==> src/rbc_pkg.sv <==
// ----------------------------------------------------------------------------
// rbc_pkg
// shared widths, character constants, error codes and digit helpers of the
// radix base converter
// ----------------------------------------------------------------------------
package rbc_pkg;

  localparam int unsigned CHAR_W  = 8;
  localparam int unsigned BASE_W  = 6;
  localparam int unsigned DIGIT_W = 6;
  localparam int unsigned ERR_W   = 2;

  localparam logic [CHAR_W-1:0] CHAR_ZERO    = 8'h30;
  localparam logic [CHAR_W-1:0] CHAR_NINE    = 8'h39;
  localparam logic [CHAR_W-1:0] CHAR_UPPER_A = 8'h41;
  localparam logic [CHAR_W-1:0] CHAR_UPPER_Z = 8'h5A;
  localparam logic [CHAR_W-1:0] CHAR_NULL    = 8'h00;

  localparam logic [DIGIT_W-1:0] DIGIT_INVALID = 6'd63;
  localparam logic [DIGIT_W-1:0] DEC_RADIX     = 6'd10;
  localparam logic [BASE_W-1:0]  BASE_MIN      = 6'd2;
  localparam logic [BASE_W-1:0]  BASE_MAX      = 6'd36;

  typedef enum logic [ERR_W-1:0] {
    ERR_NONE      = 2'd0,
    ERR_OVERFLOW  = 2'd1,
    ERR_BAD_DIGIT = 2'd2
  } rbc_err_e;

  // digit stack port controls
  typedef struct packed {
    logic wr_en;
    logic rd_en;
  } rbc_mem_ctl_t;

  // ascii character to digit value, invalid characters never below a base
  function automatic logic [DIGIT_W-1:0] char_value(input logic [CHAR_W-1:0] c);
    logic [CHAR_W-1:0] diff;
    diff = '0;
    if (c >= CHAR_ZERO && c <= CHAR_NINE) begin
      diff = c - CHAR_ZERO;
      return diff[DIGIT_W-1:0];
    end
    if (c >= CHAR_UPPER_A && c <= CHAR_UPPER_Z) begin
      diff = c - CHAR_UPPER_A;
      return diff[DIGIT_W-1:0] + DEC_RADIX;
    end
    return DIGIT_INVALID;
  endfunction

  function automatic logic [BASE_W-1:0] clamp_base(input logic [BASE_W-1:0] b);
    if (b < BASE_MIN) return BASE_MIN;
    if (b > BASE_MAX) return BASE_MAX;
    return b;
  endfunction

  // digit value 0..35 to '0'-'9', 'A'-'Z'
  function automatic logic [CHAR_W-1:0] digit_ascii(input logic [DIGIT_W-1:0] r);
    logic [DIGIT_W-1:0] above;
    above = r - DEC_RADIX;
    if (r < DEC_RADIX) return CHAR_ZERO + CHAR_W'(r);
    return CHAR_UPPER_A + CHAR_W'(above);
  endfunction

endpackage

==> src/rbc_if.sv <==
// ----------------------------------------------------------------------------
// rbc_if
// valid/ready channels of the radix base converter: digit input and result
// ----------------------------------------------------------------------------
interface rbc_in_if;
  logic                            valid;
  logic                            ready;
  logic [rbc_pkg::CHAR_W-1:0]      digit_char;
  logic                            is_last;
  logic [rbc_pkg::BASE_W-1:0]      source_base;
  logic [rbc_pkg::BASE_W-1:0]      dest_base;

  modport source (output valid, output digit_char, output is_last,
                  output source_base, output dest_base, input ready);
  modport sink   (input valid, input digit_char, input is_last,
                  input source_base, input dest_base, output ready);
endinterface

interface rbc_out_if;
  logic                            valid;
  logic                            ready;
  logic [rbc_pkg::CHAR_W-1:0]      out_char;
  logic                            out_last;
  logic [rbc_pkg::ERR_W-1:0]       error_code;

  modport source (output valid, output out_char, output out_last,
                  output error_code, input ready);
  modport sink   (input valid, input out_char, input out_last,
                  input error_code, output ready);
endinterface

==> src/rbc_divider.sv <==
// ----------------------------------------------------------------------------
// rbc_divider
// iterative divide of a value by a small base, eight quotient bits a cycle
// ----------------------------------------------------------------------------
module rbc_divider #(
  parameter int unsigned VALUE_BITS = 32
) (
  input  logic                             clk_i,
  input  logic                             rst_ni,
  input  logic                             start_i,
  input  logic [VALUE_BITS-1:0]            dividend_i,
  input  logic [rbc_pkg::BASE_W-1:0]       divisor_i,
  output logic                             done_o,
  output logic [VALUE_BITS-1:0]            quotient_o,
  output logic [rbc_pkg::DIGIT_W-1:0]      remainder_o
);

  localparam int unsigned BITS_PER_STEP = 8;
  localparam int unsigned NSTEP = (VALUE_BITS + BITS_PER_STEP - 1) / BITS_PER_STEP;
  localparam int unsigned PAD_W = NSTEP * BITS_PER_STEP;
  localparam int unsigned CW    = $clog2(NSTEP + 1);

  logic                        busy_q;
  logic                        done_q;
  logic [CW-1:0]               cnt_q;
  logic [PAD_W-1:0]            work_q;
  logic [rbc_pkg::DIGIT_W-1:0] rem_q;
  logic [rbc_pkg::BASE_W-1:0]  div_q;

  logic [PAD_W-1:0]            work_d;
  logic [rbc_pkg::DIGIT_W-1:0] rem_d;

  // restoring division, remainder stays below the divisor
  always_comb begin
    logic [rbc_pkg::DIGIT_W:0] t;
    t      = '0;
    rem_d  = rem_q;
    work_d = work_q;
    for (int i = 0; i < BITS_PER_STEP; i++) begin
      t      = {rem_d, work_d[PAD_W-1]};
      work_d = {work_d[PAD_W-2:0], 1'b0};
      if (t >= {1'b0, div_q}) begin
        t         = t - {1'b0, div_q};
        work_d[0] = 1'b1;
      end
      rem_d = t[rbc_pkg::DIGIT_W-1:0];
    end
  end

  always_ff @(posedge clk_i or negedge rst_ni) begin
    if (!rst_ni) begin
      busy_q <= 1'b0;
      done_q <= 1'b0;
      cnt_q  <= '0;
      work_q <= '0;
      rem_q  <= '0;
      div_q  <= rbc_pkg::BASE_MIN;
    end else begin
      done_q <= 1'b0;
      if (start_i) begin
        busy_q <= 1'b1;
        cnt_q  <= '0;
        work_q <= PAD_W'(dividend_i);
        rem_q  <= '0;
        div_q  <= divisor_i;
      end else if (busy_q) begin
        work_q <= work_d;
        rem_q  <= rem_d;
        cnt_q  <= cnt_q + 1'b1;
        if (cnt_q == CW'(NSTEP - 1)) begin
          busy_q <= 1'b0;
          done_q <= 1'b1;
        end
      end
    end
  end

  assign done_o      = done_q;
  assign quotient_o  = work_q[VALUE_BITS-1:0];
  assign remainder_o = rem_q;

  a_rem_below_divisor: assert property (@(posedge clk_i) disable iff (!rst_ni)
    done_q |-> (rem_q < div_q))
    else $error("remainder not below divisor");

  a_done_after_busy: assert property (@(posedge clk_i) disable iff (!rst_ni)
    done_q |-> $past(busy_q))
    else $error("done without a division in flight");

  a_no_start_while_busy: assert property (@(posedge clk_i) disable iff (!rst_ni)
    busy_q |-> !start_i)
    else $error("division restarted while busy");

endmodule

==> src/rbc_digit_stack.sv <==
// ----------------------------------------------------------------------------
// rbc_digit_stack
// remainder store, one write and one registered read port
// ----------------------------------------------------------------------------
module rbc_digit_stack #(
  parameter int unsigned DEPTH = 32
) (
  input  logic                          clk_i,
  input  rbc_pkg::rbc_mem_ctl_t         ctl_i,
  input  logic [$clog2(DEPTH)-1:0]      waddr_i,
  input  logic [rbc_pkg::DIGIT_W-1:0]   wdata_i,
  input  logic [$clog2(DEPTH)-1:0]      raddr_i,
  output logic [rbc_pkg::DIGIT_W-1:0]   rdata_o
);

  logic [rbc_pkg::DIGIT_W-1:0] mem [DEPTH];
  logic [rbc_pkg::DIGIT_W-1:0] rdata_q;

  always_ff @(posedge clk_i) begin
    if (ctl_i.wr_en) begin
      mem[waddr_i] <= wdata_i;
    end
    if (ctl_i.rd_en) begin
      rdata_q <= mem[raddr_i];
    end
  end

  assign rdata_o = rdata_q;

endmodule

==> src/radix_base_converter.sv <==
// ----------------------------------------------------------------------------
// radix_base_converter
// converts a string of ascii digits from a source base to a destination base
// ----------------------------------------------------------------------------
// operation: input digits are taken only in the accumulate state; after the last
//   digit each result digit comes from the 8-bit-a-cycle divide loop of the
//   divider and is pushed on the stack, then popped through the read and load states
// one number at a time; an error result goes out as a single item
// reset: clears accumulator, count, error and handshakes; stack needs no clearing
module radix_base_converter #(
  parameter int unsigned VALUE_BITS = 32,
  parameter int unsigned MAX_DIGITS = 32
) (
  input  logic       clk_i,
  input  logic       rst_ni,
  rbc_in_if.sink     in_i,
  rbc_out_if.source  out_o
);

  localparam int unsigned AW    = $clog2(MAX_DIGITS);
  localparam int unsigned CNT_W = $clog2(MAX_DIGITS + 1);
  localparam int unsigned MAC_W = VALUE_BITS + rbc_pkg::BASE_W + 1;

  typedef enum logic [2:0] {
    ST_ACCUM,   // taking digits
    ST_DIV,     // dividing, pushing remainders
    ST_RD,      // stack read issued
    ST_LOAD,    // stack data into the output register
    ST_ERR      // single error item
  } state_e;

  state_e                        state_q;
  logic [VALUE_BITS-1:0]         acc_q;
  rbc_pkg::rbc_err_e             err_q;
  logic [CNT_W-1:0]              count_q;
  logic [rbc_pkg::BASE_W-1:0]    db_q;
  logic                          div_start_q;
  logic [VALUE_BITS-1:0]         div_val_q;

  // output register
  logic                          out_valid_q;
  logic [rbc_pkg::CHAR_W-1:0]    out_char_q;
  logic                          out_last_q;
  rbc_pkg::rbc_err_e             out_err_q;

  // digit accumulation
  logic [rbc_pkg::DIGIT_W-1:0]   digit;
  logic [rbc_pkg::BASE_W-1:0]    sb;
  logic [rbc_pkg::BASE_W-1:0]    db;
  logic [MAC_W-1:0]              mac;
  logic                          digit_bad;
  logic                          acc_ovf;
  logic [VALUE_BITS-1:0]         acc_next;
  rbc_pkg::rbc_err_e             err_next;
  logic                          in_fire;
  logic                          out_free;
  logic                          out_load;

  // divider and stack
  logic                          div_done;
  logic [VALUE_BITS-1:0]         div_quot;
  logic [rbc_pkg::DIGIT_W-1:0]   div_rem;
  logic [CNT_W-1:0]              count_inc;
  logic [CNT_W-1:0]              count_dec;
  rbc_pkg::rbc_mem_ctl_t         mem_ctl;
  logic [rbc_pkg::DIGIT_W-1:0]   stack_rdata;

  assign digit     = rbc_pkg::char_value(in_i.digit_char);
  assign sb        = rbc_pkg::clamp_base(in_i.source_base);
  assign db        = rbc_pkg::clamp_base(in_i.dest_base);
  // acc * base + digit, anything above the value width is an overflow
  assign mac       = MAC_W'(acc_q) * MAC_W'(sb) + MAC_W'(digit);
  assign digit_bad = (digit >= sb);
  assign acc_ovf   = |mac[MAC_W-1:VALUE_BITS];
  assign acc_next  = (digit_bad || acc_ovf) ? acc_q : mac[VALUE_BITS-1:0];

  // first error of the number wins
  always_comb begin
    err_next = err_q;
    if (err_q == rbc_pkg::ERR_NONE) begin
      if (digit_bad) begin
        err_next = rbc_pkg::ERR_BAD_DIGIT;
      end else if (acc_ovf) begin
        err_next = rbc_pkg::ERR_OVERFLOW;
      end
    end
  end

  assign in_i.ready = (state_q == ST_ACCUM);
  assign in_fire    = in_i.valid && in_i.ready;
  assign out_free   = !out_valid_q || out_o.ready;
  // a new item enters the output register this cycle
  assign out_load   = out_free && ((state_q == ST_LOAD) || (state_q == ST_ERR));

  assign count_inc  = count_q + 1'b1;
  assign count_dec  = count_q - 1'b1;

  // push on each remainder, pop one digit per read
  always_comb begin
    mem_ctl.wr_en = (state_q == ST_DIV) && div_done;
    mem_ctl.rd_en = (state_q == ST_RD);
  end

  rbc_divider #(
    .VALUE_BITS (VALUE_BITS)
  ) u_divider (
    .clk_i       (clk_i),
    .rst_ni      (rst_ni),
    .start_i     (div_start_q),
    .dividend_i  (div_val_q),
    .divisor_i   (db_q),
    .done_o      (div_done),
    .quotient_o  (div_quot),
    .remainder_o (div_rem)
  );

  rbc_digit_stack #(
    .DEPTH (MAX_DIGITS)
  ) u_digit_stack (
    .clk_i   (clk_i),
    .ctl_i   (mem_ctl),
    .waddr_i (count_q[AW-1:0]),
    .wdata_i (div_rem),
    .raddr_i (count_dec[AW-1:0]),
    .rdata_o (stack_rdata)
  );

  always_ff @(posedge clk_i or negedge rst_ni) begin
    if (!rst_ni) begin
      state_q     <= ST_ACCUM;
      acc_q       <= '0;
      err_q       <= rbc_pkg::ERR_NONE;
      count_q     <= '0;
      db_q        <= rbc_pkg::BASE_MIN;
      div_start_q <= 1'b0;
      div_val_q   <= '0;
      out_valid_q <= 1'b0;
      out_char_q  <= rbc_pkg::CHAR_NULL;
      out_last_q  <= 1'b0;
      out_err_q   <= rbc_pkg::ERR_NONE;
    end else begin
      div_start_q <= 1'b0;
      if (out_load) begin
        out_valid_q <= 1'b1;
      end else if (out_valid_q && out_o.ready) begin
        out_valid_q <= 1'b0;
      end

      unique case (state_q)
        ST_ACCUM: begin
          if (in_fire) begin
            if (!in_i.is_last) begin
              acc_q <= acc_next;
              err_q <= err_next;
            end else begin
              // end of number: accumulator clears on every path
              acc_q   <= '0;
              count_q <= '0;
              err_q   <= err_next;
              if (err_next != rbc_pkg::ERR_NONE) begin
                state_q <= ST_ERR;
              end else begin
                db_q        <= db;
                div_val_q   <= acc_next;
                div_start_q <= 1'b1;
                state_q     <= ST_DIV;
              end
            end
          end
        end

        ST_DIV: begin
          if (div_done) begin
            count_q <= count_inc;
            if (div_quot == '0) begin
              state_q <= ST_RD;
            end else if (count_inc == CNT_W'(MAX_DIGITS)) begin
              // result would not fit in the stack
              err_q   <= rbc_pkg::ERR_OVERFLOW;
              state_q <= ST_ERR;
            end else begin
              div_val_q   <= div_quot;
              div_start_q <= 1'b1;
            end
          end
        end

        ST_RD: begin
          count_q <= count_dec;
          state_q <= ST_LOAD;
        end

        ST_LOAD: begin
          // read data holds until the next read, so waiting is safe
          if (out_free) begin
            out_char_q  <= rbc_pkg::digit_ascii(stack_rdata);
            out_last_q  <= (count_q == '0);
            out_err_q   <= rbc_pkg::ERR_NONE;
            state_q     <= (count_q == '0) ? ST_ACCUM : ST_RD;
          end
        end

        ST_ERR: begin
          if (out_free) begin
            out_char_q  <= rbc_pkg::CHAR_NULL;
            out_last_q  <= 1'b1;
            out_err_q   <= err_q;
            err_q       <= rbc_pkg::ERR_NONE;
            state_q     <= ST_ACCUM;
          end
        end

        default: begin
          state_q <= ST_ACCUM;
        end
      endcase
    end
  end

  assign out_o.valid      = out_valid_q;
  assign out_o.out_char   = out_char_q;
  assign out_o.out_last   = out_last_q;
  assign out_o.error_code = out_err_q;

  a_count_in_range: assert property (@(posedge clk_i) disable iff (!rst_ni)
    count_q <= CNT_W'(MAX_DIGITS))
    else $error("digit count beyond stack depth");

  a_done_only_in_div: assert property (@(posedge clk_i) disable iff (!rst_ni)
    div_done |-> (state_q == ST_DIV))
    else $error("divider result outside the divide phase");

  a_acc_cleared_on_last: assert property (@(posedge clk_i) disable iff (!rst_ni)
    (in_fire && in_i.is_last) |=> (acc_q == '0))
    else $error("accumulator not cleared after last digit");

  a_error_item_form: assert property (@(posedge clk_i) disable iff (!rst_ni)
    (out_valid_q && (out_err_q != rbc_pkg::ERR_NONE))
      |-> (out_last_q && (out_char_q == rbc_pkg::CHAR_NULL)))
    else $error("error item not a single null last item");

  a_rem_below_base: assert property (@(posedge clk_i) disable iff (!rst_ni)
    div_done |-> (div_rem < db_q))
    else $error("remainder not below destination base");

endmodule
==> src/flat_wrapper.sv <==
// flat-port wrapper written by rule: the top's interface ports become plain ports
module radix_base_converter_flat 
#(
  parameter int unsigned VALUE_BITS = 32,
  parameter int unsigned MAX_DIGITS = 32
)
  (clk_i, rst_ni, in_i_valid, in_i_digit_char, in_i_is_last, in_i_source_base, in_i_dest_base, in_i_ready, out_o_valid, out_o_out_char, out_o_out_last, out_o_error_code, out_o_ready);
  rbc_in_if in_i_i ();
  rbc_out_if out_o_i ();
  input  logic clk_i;
  input  logic rst_ni;
  input wire logic [$bits(in_i_i.valid)-1:0] in_i_valid;
  input wire logic [$bits(in_i_i.digit_char)-1:0] in_i_digit_char;
  input wire logic [$bits(in_i_i.is_last)-1:0] in_i_is_last;
  input wire logic [$bits(in_i_i.source_base)-1:0] in_i_source_base;
  input wire logic [$bits(in_i_i.dest_base)-1:0] in_i_dest_base;
  output wire logic [$bits(in_i_i.ready)-1:0] in_i_ready;
  output wire logic [$bits(out_o_i.valid)-1:0] out_o_valid;
  output wire logic [$bits(out_o_i.out_char)-1:0] out_o_out_char;
  output wire logic [$bits(out_o_i.out_last)-1:0] out_o_out_last;
  output wire logic [$bits(out_o_i.error_code)-1:0] out_o_error_code;
  input wire logic [$bits(out_o_i.ready)-1:0] out_o_ready;
  assign in_i_i.valid = in_i_valid;
  assign in_i_i.digit_char = in_i_digit_char;
  assign in_i_i.is_last = in_i_is_last;
  assign in_i_i.source_base = in_i_source_base;
  assign in_i_i.dest_base = in_i_dest_base;
  assign in_i_ready = in_i_i.ready;
  assign out_o_valid = out_o_i.valid;
  assign out_o_out_char = out_o_i.out_char;
  assign out_o_out_last = out_o_i.out_last;
  assign out_o_error_code = out_o_i.error_code;
  assign out_o_i.ready = out_o_ready;
  radix_base_converter #(.VALUE_BITS(VALUE_BITS), .MAX_DIGITS(MAX_DIGITS)) u_core (.clk_i(clk_i), .rst_ni(rst_ni), .in_i(in_i_i), .out_o(out_o_i));
endmodule
==> config.mk <==
export PLATFORM = sky130hd
export DESIGN_NAME = radix_base_converter_flat
export DESIGN_NICKNAME = d
export VERILOG_FILES = /design/src/rbc_pkg.sv /design/src/rbc_if.sv /design/src/rbc_divider.sv /design/src/rbc_digit_stack.sv /design/src/radix_base_converter.sv /design/src/flat_wrapper.sv
export SDC_FILE = /design/constraint.sdc
export NUM_CORES = 1
export LEC_CHECK = 0
export ABC_CLOCK_PERIOD_IN_PS = 17950
export BUFFER_PORTS_ARGS = -buffer_cell sky130_fd_sc_hd__buf_4
export CAP_MARGIN = 40
export CORE_ASPECT_RATIO = 2
export CORE_MARGIN = 2
export CORE_UTILIZATION = 50
export DETAILED_ROUTE_END_ITERATION = 8
export GPL_TIMING_DRIVEN = 0
export PLACE_DENSITY = 0.66
export SYNTH_ARGS = -nofsm -noshare
export SYNTH_HDL_FRONTEND = slang
export SYNTH_SLANG_ARGS = --single-unit
==> constraint.sdc <==
create_clock -name clk_i -period 17.95 [get_ports clk_i]
set_input_delay 0 -clock clk_i [delete_from_list [all_inputs] [get_ports clk_i]]
set_output_delay 0 -clock clk_i [all_outputs]
set_load 0.01 [all_outputs]
### Word-level counts from Yosys, hierarchy flattened

Memory sizes are Yosys's and may differ from the RTL's. A register that Yosys moved wholly into a read port is not among the register bits.
Index checks and enable logic that the tools add are counted.

| operators by class | value |
|---|---|
| add/sub/neg operators | 18 |
| $mul | 1 |
| $lt $le $gt $ge | 18 |
| eq/ne operators | 16 |
| mux-type cells | 105 |
| bitwise gates (word level) | 1 |
| reductions and logical operators | 29 |

Operators by type and width:

| cell | count |
|---|---|
| $mux W32 | 10 |
| $mux W6 | 25 |
| $pmux W32 S2 | 1 |
| $ge A7 B6 Y1 | 8 |
| $sub A6 B6 Y6 | 8 |
| $add A38 B6 Y39 | 1 |
| $mul A32 B6 Y38 | 1 |
| $mux W1 | 38 |
| $logic_not A32 Y1 | 1 |
| $mux W8 | 4 |
| $mux W3 | 10 |
| $mux W2 | 10 |
| $pmux W6 S3 | 1 |
| $pmux W8 S2 | 1 |
| $pmux W3 S5 | 1 |
| $ne A2 B2 Y1 const B | 7 |
| $gt A6 B6 Y1 const B | 2 |
| $lt A6 B2 Y1 const B | 2 |
| $reduce_and A6 Y1 | 2 |
| $sub A6 B1 Y6 const B | 2 |
| $reduce_bool A2 Y1 | 5 |
| $eq A3 B2 Y1 const B | 3 |
| $add A7 B6 Y8 const A | 1 |
| $ge A8 B6 Y1 const B | 1 |
| 32 further kinds | 43 |

| word-level totals | value |
|---|---|
| bits in registers | 143 |
| RAM bits | 192 |
| input port bits | 25 |
| output and inout port bits | 13 |
| word-level logic and storage cells | 206 |
| memories kept | 1 |

Memory list:

| memory | words | width | rd ports | clocked after Yosys merged registers in | wr ports | RTL line | text |
|---|---|---|---|---|---|---|---|
| u_core.u_digit_stack.mem | 32 | 6 | 1 | 1 | 1 | rbc_digit_stack.sv:16 | `logic [rbc_pkg::DIGIT_W-1:0] mem [DEPTH];` |

### Logic depth before layout (Yosys ltp)

| depth | value |
|---|---|
| depth after elaboration | 18 |
| mapped depth | 80 |
| mapped depth without buffers | 79 |

### By module

Synthesis repeated with hierarchy kept, for this count alone.

| unflattened totals | value |
|---|---|
| cells, all modules | 2265 |
| area, all modules | 24912.6 µm² |

Modules (own cells, without submodules):

| module | instances | cells each | area each (µm²) |
|---|---|---|---|
| radix_base_converter | 1 | 1385 | 12406.9 |
| rbc_digit_stack | 1 | 323 | 7649.8 |
| rbc_divider | 1 | 557 | 4855.9 |

### Worst setup path before layout

No wires, ideal clock.

| path | value |
|---|---|
| path type | reg2reg |
| start | register u_core.u_divider.div_q[1] in the netlist's numbering |
| end | register u_core.u_divider.rem_q (netlist bit u_core.u_divider.remainder_o[1]) |
| setup time | 87 ps |
| data arrival time | 15981 ps |
| setup slack | 1882 ps |
| stages on the path, launching flop included | 79 |
| path buffers | 1 |
| clock period less this slack | 16068 ps |
| path through | dfstp_2 > inv_1 > ha_1 > nand2b_1 > a211oi_2 > a211oi_4 > mux2_2 > inv_1 > ha_1 > nor2b_1 > o31a_1 > o31ai_1 > and3_4 > nand2_1 > o21ai_0 > inv_1 > ha_1 > nand2b_1 > [43 not listed] > a21o_1 > a31o_2 > a21oi_1 > a21boi_4 > mux2_2 > inv_1 > ha_1 > nor2b_1 > o21ai_0 > nand2b_1 > a21o_1 > a21o_1 > a31oi_1 > o21bai_1 > nor4_1 > mux2i_2 > mux2_4 > a211oi_2 |

| between the ends | value |
|---|---|
| longest elaborated chain between the ends | 18 |
| elaborated cells between the ends (all ways) | 26 |
| classes of those cells | add/sub (8); order compare (8); mux (10) |

RTL lines:

| item | RTL line | text |
|---|---|---|
| start, declared | rbc_divider.sv:28 | `logic [rbc_pkg::BASE_W-1:0] div_q;` |
| start signal, assigned | rbc_divider.sv:57 | `div_q <= rbc_pkg::BASE_MIN;` |
| start signal, assigned | rbc_divider.sv:65 | `div_q <= divisor_i;` |
| $sub A6 B6 Y6 / $ge A7 B6 Y1 (equally long branches) | rbc_divider.sv:43, rbc_divider.sv:42 |  |
| $mux W6 | rbc_divider.sv:42 | `if (t >= {1'b0, div_q}) begin` |
| $sub A6 B6 Y6 / $ge A7 B6 Y1 (equally long branches) | rbc_divider.sv:43, rbc_divider.sv:42 |  |
| $mux W6 | rbc_divider.sv:42 |  |
| $sub A6 B6 Y6 / $ge A7 B6 Y1 (equally long branches) | rbc_divider.sv:43, rbc_divider.sv:42 |  |
| $mux W6 | rbc_divider.sv:42 |  |
| $sub A6 B6 Y6 / $ge A7 B6 Y1 (equally long branches) | rbc_divider.sv:43, rbc_divider.sv:42 |  |
| $mux W6 | rbc_divider.sv:42 |  |
| [2 not listed] | n/a |  |
| $ge A7 B6 Y1 / $sub A6 B6 Y6 (equally long branches) | rbc_divider.sv:42, rbc_divider.sv:43 |  |
| $mux W6 | rbc_divider.sv:42 |  |
| $ge A7 B6 Y1 / $sub A6 B6 Y6 (equally long branches) | rbc_divider.sv:42, rbc_divider.sv:43 |  |
| $mux W6 | rbc_divider.sv:42 |  |
| $sub A6 B6 Y6 / $ge A7 B6 Y1 (equally long branches) | rbc_divider.sv:43, rbc_divider.sv:42 |  |
| $mux W6 (*) | rbc_divider.sv:42 |  |
| $mux W6 (*) | rbc_divider.sv:66 | `end else if (busy_q) begin` |
| $mux W6 (*) | rbc_divider.sv:60 | `if (start_i) begin` |
| end signal, assigned | rbc_divider.sv:68 | `rem_q <= rem_d;` |
| end, declared | rbc_divider.sv:27 | `logic [rbc_pkg::DIGIT_W-1:0] rem_q;` |

Every way passes the cells marked *; elsewhere a longest branch is shown, timed or not. The select of a mux whose other input is x is not followed.
A chain may end at the register's enable or synchronous reset.

### Worst setup path in the final report

Same ends and word-level chain as after synthesis.

==> impl_metrics.ini <==
[setup_path]
cp_max_fo = 8
slowest_delay_ns = 0.71
path_class = register to register
crit_arrival_ns = 17.45
cp_common_cell = ha_1
end_kind = register
critPathLaunchType = register
crit_required_ns = 18.46
slowest_stage = dfstp_4

[global_route]
antenna_found_initial = 0
overflow = 0
grt_max_degree = 87
grt_pass1_vias = 19620
grt_pass1_wl_um = 106100
grt_usage = 0.2723

[detailed_routing]
drt_iter0_drc = 931
wire_per_inst_um = 21.95
wirelength_um = 67430
drc = 0
antenna_left = 0
drt_pass1_iterations = 5
viasPerCell = 5.875
vias = 18050

[place]
hpwl_um = 54080
pre_cts_ws_ns = -1.533
globalplace.congestion = 0.9423
placed_cell_area_sq_um = 25630
numPortBuffers = 37

[final_layout]
mostFrequentLayoutCells = nand2_1, inv_1, edfxtp_1
drive_above_1_share = 0.1159
area_growth_pct = 12.10
stdcell_area_sq_um = 27260
diodes = 0
final_common_cell = nand2_1
fin_util = 0.5654
final_nets = 2726
nFillCells = 4297

[clocking]
root_buffer = clkbuf_16
clk_latency_ns = 0.60
clock_path_buffers = 3
cts.sinks = 341
htreeDepth = 1
path_clk_slew_ns = 0.07
cts_tree = yes
numCtsBuffers = 30

[yosys]
synth_edf_count = 198
async_flop_share = 0.4194
synth_cell_types = 89
postSynthAreaPerCell_sq_um = 10.65
syn-cell-area_sq_um = 24310
synth-seq-area-share = 0.3918
synth_flop_cell = edfxtp_1
ys_ff_latch = 341
syn-num-nets = 2599
netlist_instances = 2284
yosysWarnings = 0

[sta]
slew_headroom = 0.3365
slew_violations = 0
min_period_over_period = 0.9438
tightest_slew_ns = 0.9886
finalHoldViolations = 0
setup_viol = 0
final.setup_skew_ns = 0.02320
hold_slack_ns = 0.1546
max_freq_ghz = 0.05903
worst_slack_ns = 1.010
min_period_ns = 16.94

[floorplan]
die_x_um = 159.9
die_h_um = 315.9
core_sq_um = 48210
dieArea_sq_um = 50520
row_count = 114
ios = 38
initial_core_util = 0.5043

[run_status]
status = completed

[flow_run]
cap_violations = 0

[hold_path]
hp-class = primary input to register
## layer usage
| metal | vias to the layer above | GRT usage | wire, um |
|---|---|---|---|
| met5 | - | 0 | 0 |
| met4 | 0 | 0.1923 | 5810 |
| met3 | 247 | 0.02125 | 1816 |
| met2 | 502 | 0.5650 | 39260 |
| met1 | 9017 | 0.2389 | 20550 |
| li1 | 8283 | - | - |
## flip-flops by register name, summed over array words and instances (netlist names), 2 cells and up
name	flops
u_core.acc_q	32
u_core.count_q	6
u_core.db_q	6
u_core.div_val_q	32
u_core.err_q	2
u_core.out_o.error_code	2
u_core.out_o.out_char	8
u_core.state_q	3
u_core.u_digit_stack.mem	192
u_core.u_digit_stack.rdata_o	6
u_core.u_divider.cnt_q	3
u_core.u_divider.div_q	6
u_core.u_divider.quotient_o	32
u_core.u_divider.remainder_o	6
## Yosys cell counts (all sizes together) (6+ instances only)
library cell / count / area, sq um
o21ai: 134 / 670.6
a211o: 7 / 70.07
nor2b: 23 / 143.9
nand3: 28 / 140.1
mux2: 27 / 311.5
o211ai: 8 / 70.06
nand2b: 19 / 118.9
inv: 205 / 769.5
a31oi: 12 / 75.07
clkbuf: 106 / 397.9
o21a: 10 / 76.32
nand4: 6 / 43.79
o31ai: 6 / 45.04
mux2i: 75 / 754.5
nor3: 42 / 210.2
and2: 35 / 221.5
nor4: 16 / 100.1
edfxtp: 198 / 5946
buf: 18 / 106.4
o21bai: 11 / 82.58
nor2: 138 / 523.0
nand3b: 6 / 45.04
xnor2: 44 / 385.4
a21o: 40 / 300.3
fa: 132 / 2643
ha: 158 / 1977
xor2: 23 / 201.4
mux4: 60 / 1351
nand2: 308 / 1156
a21oi: 85 / 425.4
a211oi: 48 / 382.9
a22o: 17 / 148.9
dfrtp: 141 / 3528
and3: 13 / 91.34
## cell families (layout without fill, tap and decap cells)
kind of cell / after synthesis / count (layout) / share of synthesized area
compound gates: 430 / 430 / 0.1170
mux: 162 / 162 / 0.09942
simple gates: 661 / 661 / 0.1240
xor+xnor: 67 / 67 / 0.02413
buf+inv: 331 / 481 / 0.05290
flops: 341 / 341 / 0.3918
fa+ha+maj: 292 / 292 / 0.1908
## critical path: cells and delay by family, from the launching register on
| family | cells | cell delay (ns) |
|---|---|---|
| compound gates | 36 | 7.43 |
| simple gates | 17 | 3.09 |
| mux | 8 | 2.48 |
| fa+ha+maj | 8 | 2.38 |
| buf+inv | 6 | 0.72 |
| flops | 1 | 0.71 |
## worst paths after layout
| check | startpoint | depth (start not counted) | endpoint | slack (ns) |
|---|---|---|---|---|
| worst max-delay path | u_core.u_divider.div_q[1]$_DFFE_PN1P_ | 75 | u_core.u_divider.remainder_o[1]$_DFFE_PN0P_ | 1.01 |
| worst min-delay path | in_i_digit_char[0] | 4 | u_core.acc_q[0]$_DFFE_PN0P_ | 0.15 |
| worst max register to register | u_core.u_divider.div_q[1]$_DFFE_PN1P_ | 75 | u_core.u_divider.remainder_o[1]$_DFFE_PN0P_ | 1.01 |
| worst min register to register | u_core.div_val_q[27]$_DFFE_PN0P_ | 2 | u_core.u_divider.quotient_o[27]$_DFFE_PN0P_ | 0.47 |
| max in group asynchronous | rst_ni | 4 | u_core.db_q[1]$_DFFE_PN1P_ | 16.91 |
| min in group asynchronous | rst_ni | 4 | u_core.out_o.out_char[5]$_DFFE_PN0P_ | 0.56 |
## per-stage QoR
| stage | TNS, ns | instances |
|---|---|---|
| after floorplan | 0 | 2284 |
| after global placement | -10.79 | 2959 |
| after detailed placement | -9.923 | 2973 |
| after CTS | 0 | 3049 |
| after global routing | -0.06040 | 3072 |
| final | 0 | 3072 |
## final cells by class
cell class,instances,area [sq um],area share
Buffer,125,513.0,0.01882
Timing Repair Buffer,95,902.1,0.03310
Sequential cell,341,9538,0.3499
Clock buffer,33,762.0,0.02796
Tap cell,638,798.3,0.02929
Clock inverter,22,292.8,0.01074
Multi-Input combinational cell,1612,13670,0.5014
Inverter,206,784.5,0.02878
## repair_timing
item / 4_1_cts / 5_1_grt
endpoints found under the setup margin: 7 / 7
setup buffers: 5 / 22
pin swaps: 1 / 6
resized for setup: 16 / 28
hold endpoints to repair: 156 / 0
hold buffers: 16 / 0
Power is left out: the tool's default activity adds up to more than one toggle a clock period on the data nets, which glitch-free logic cannot reach.
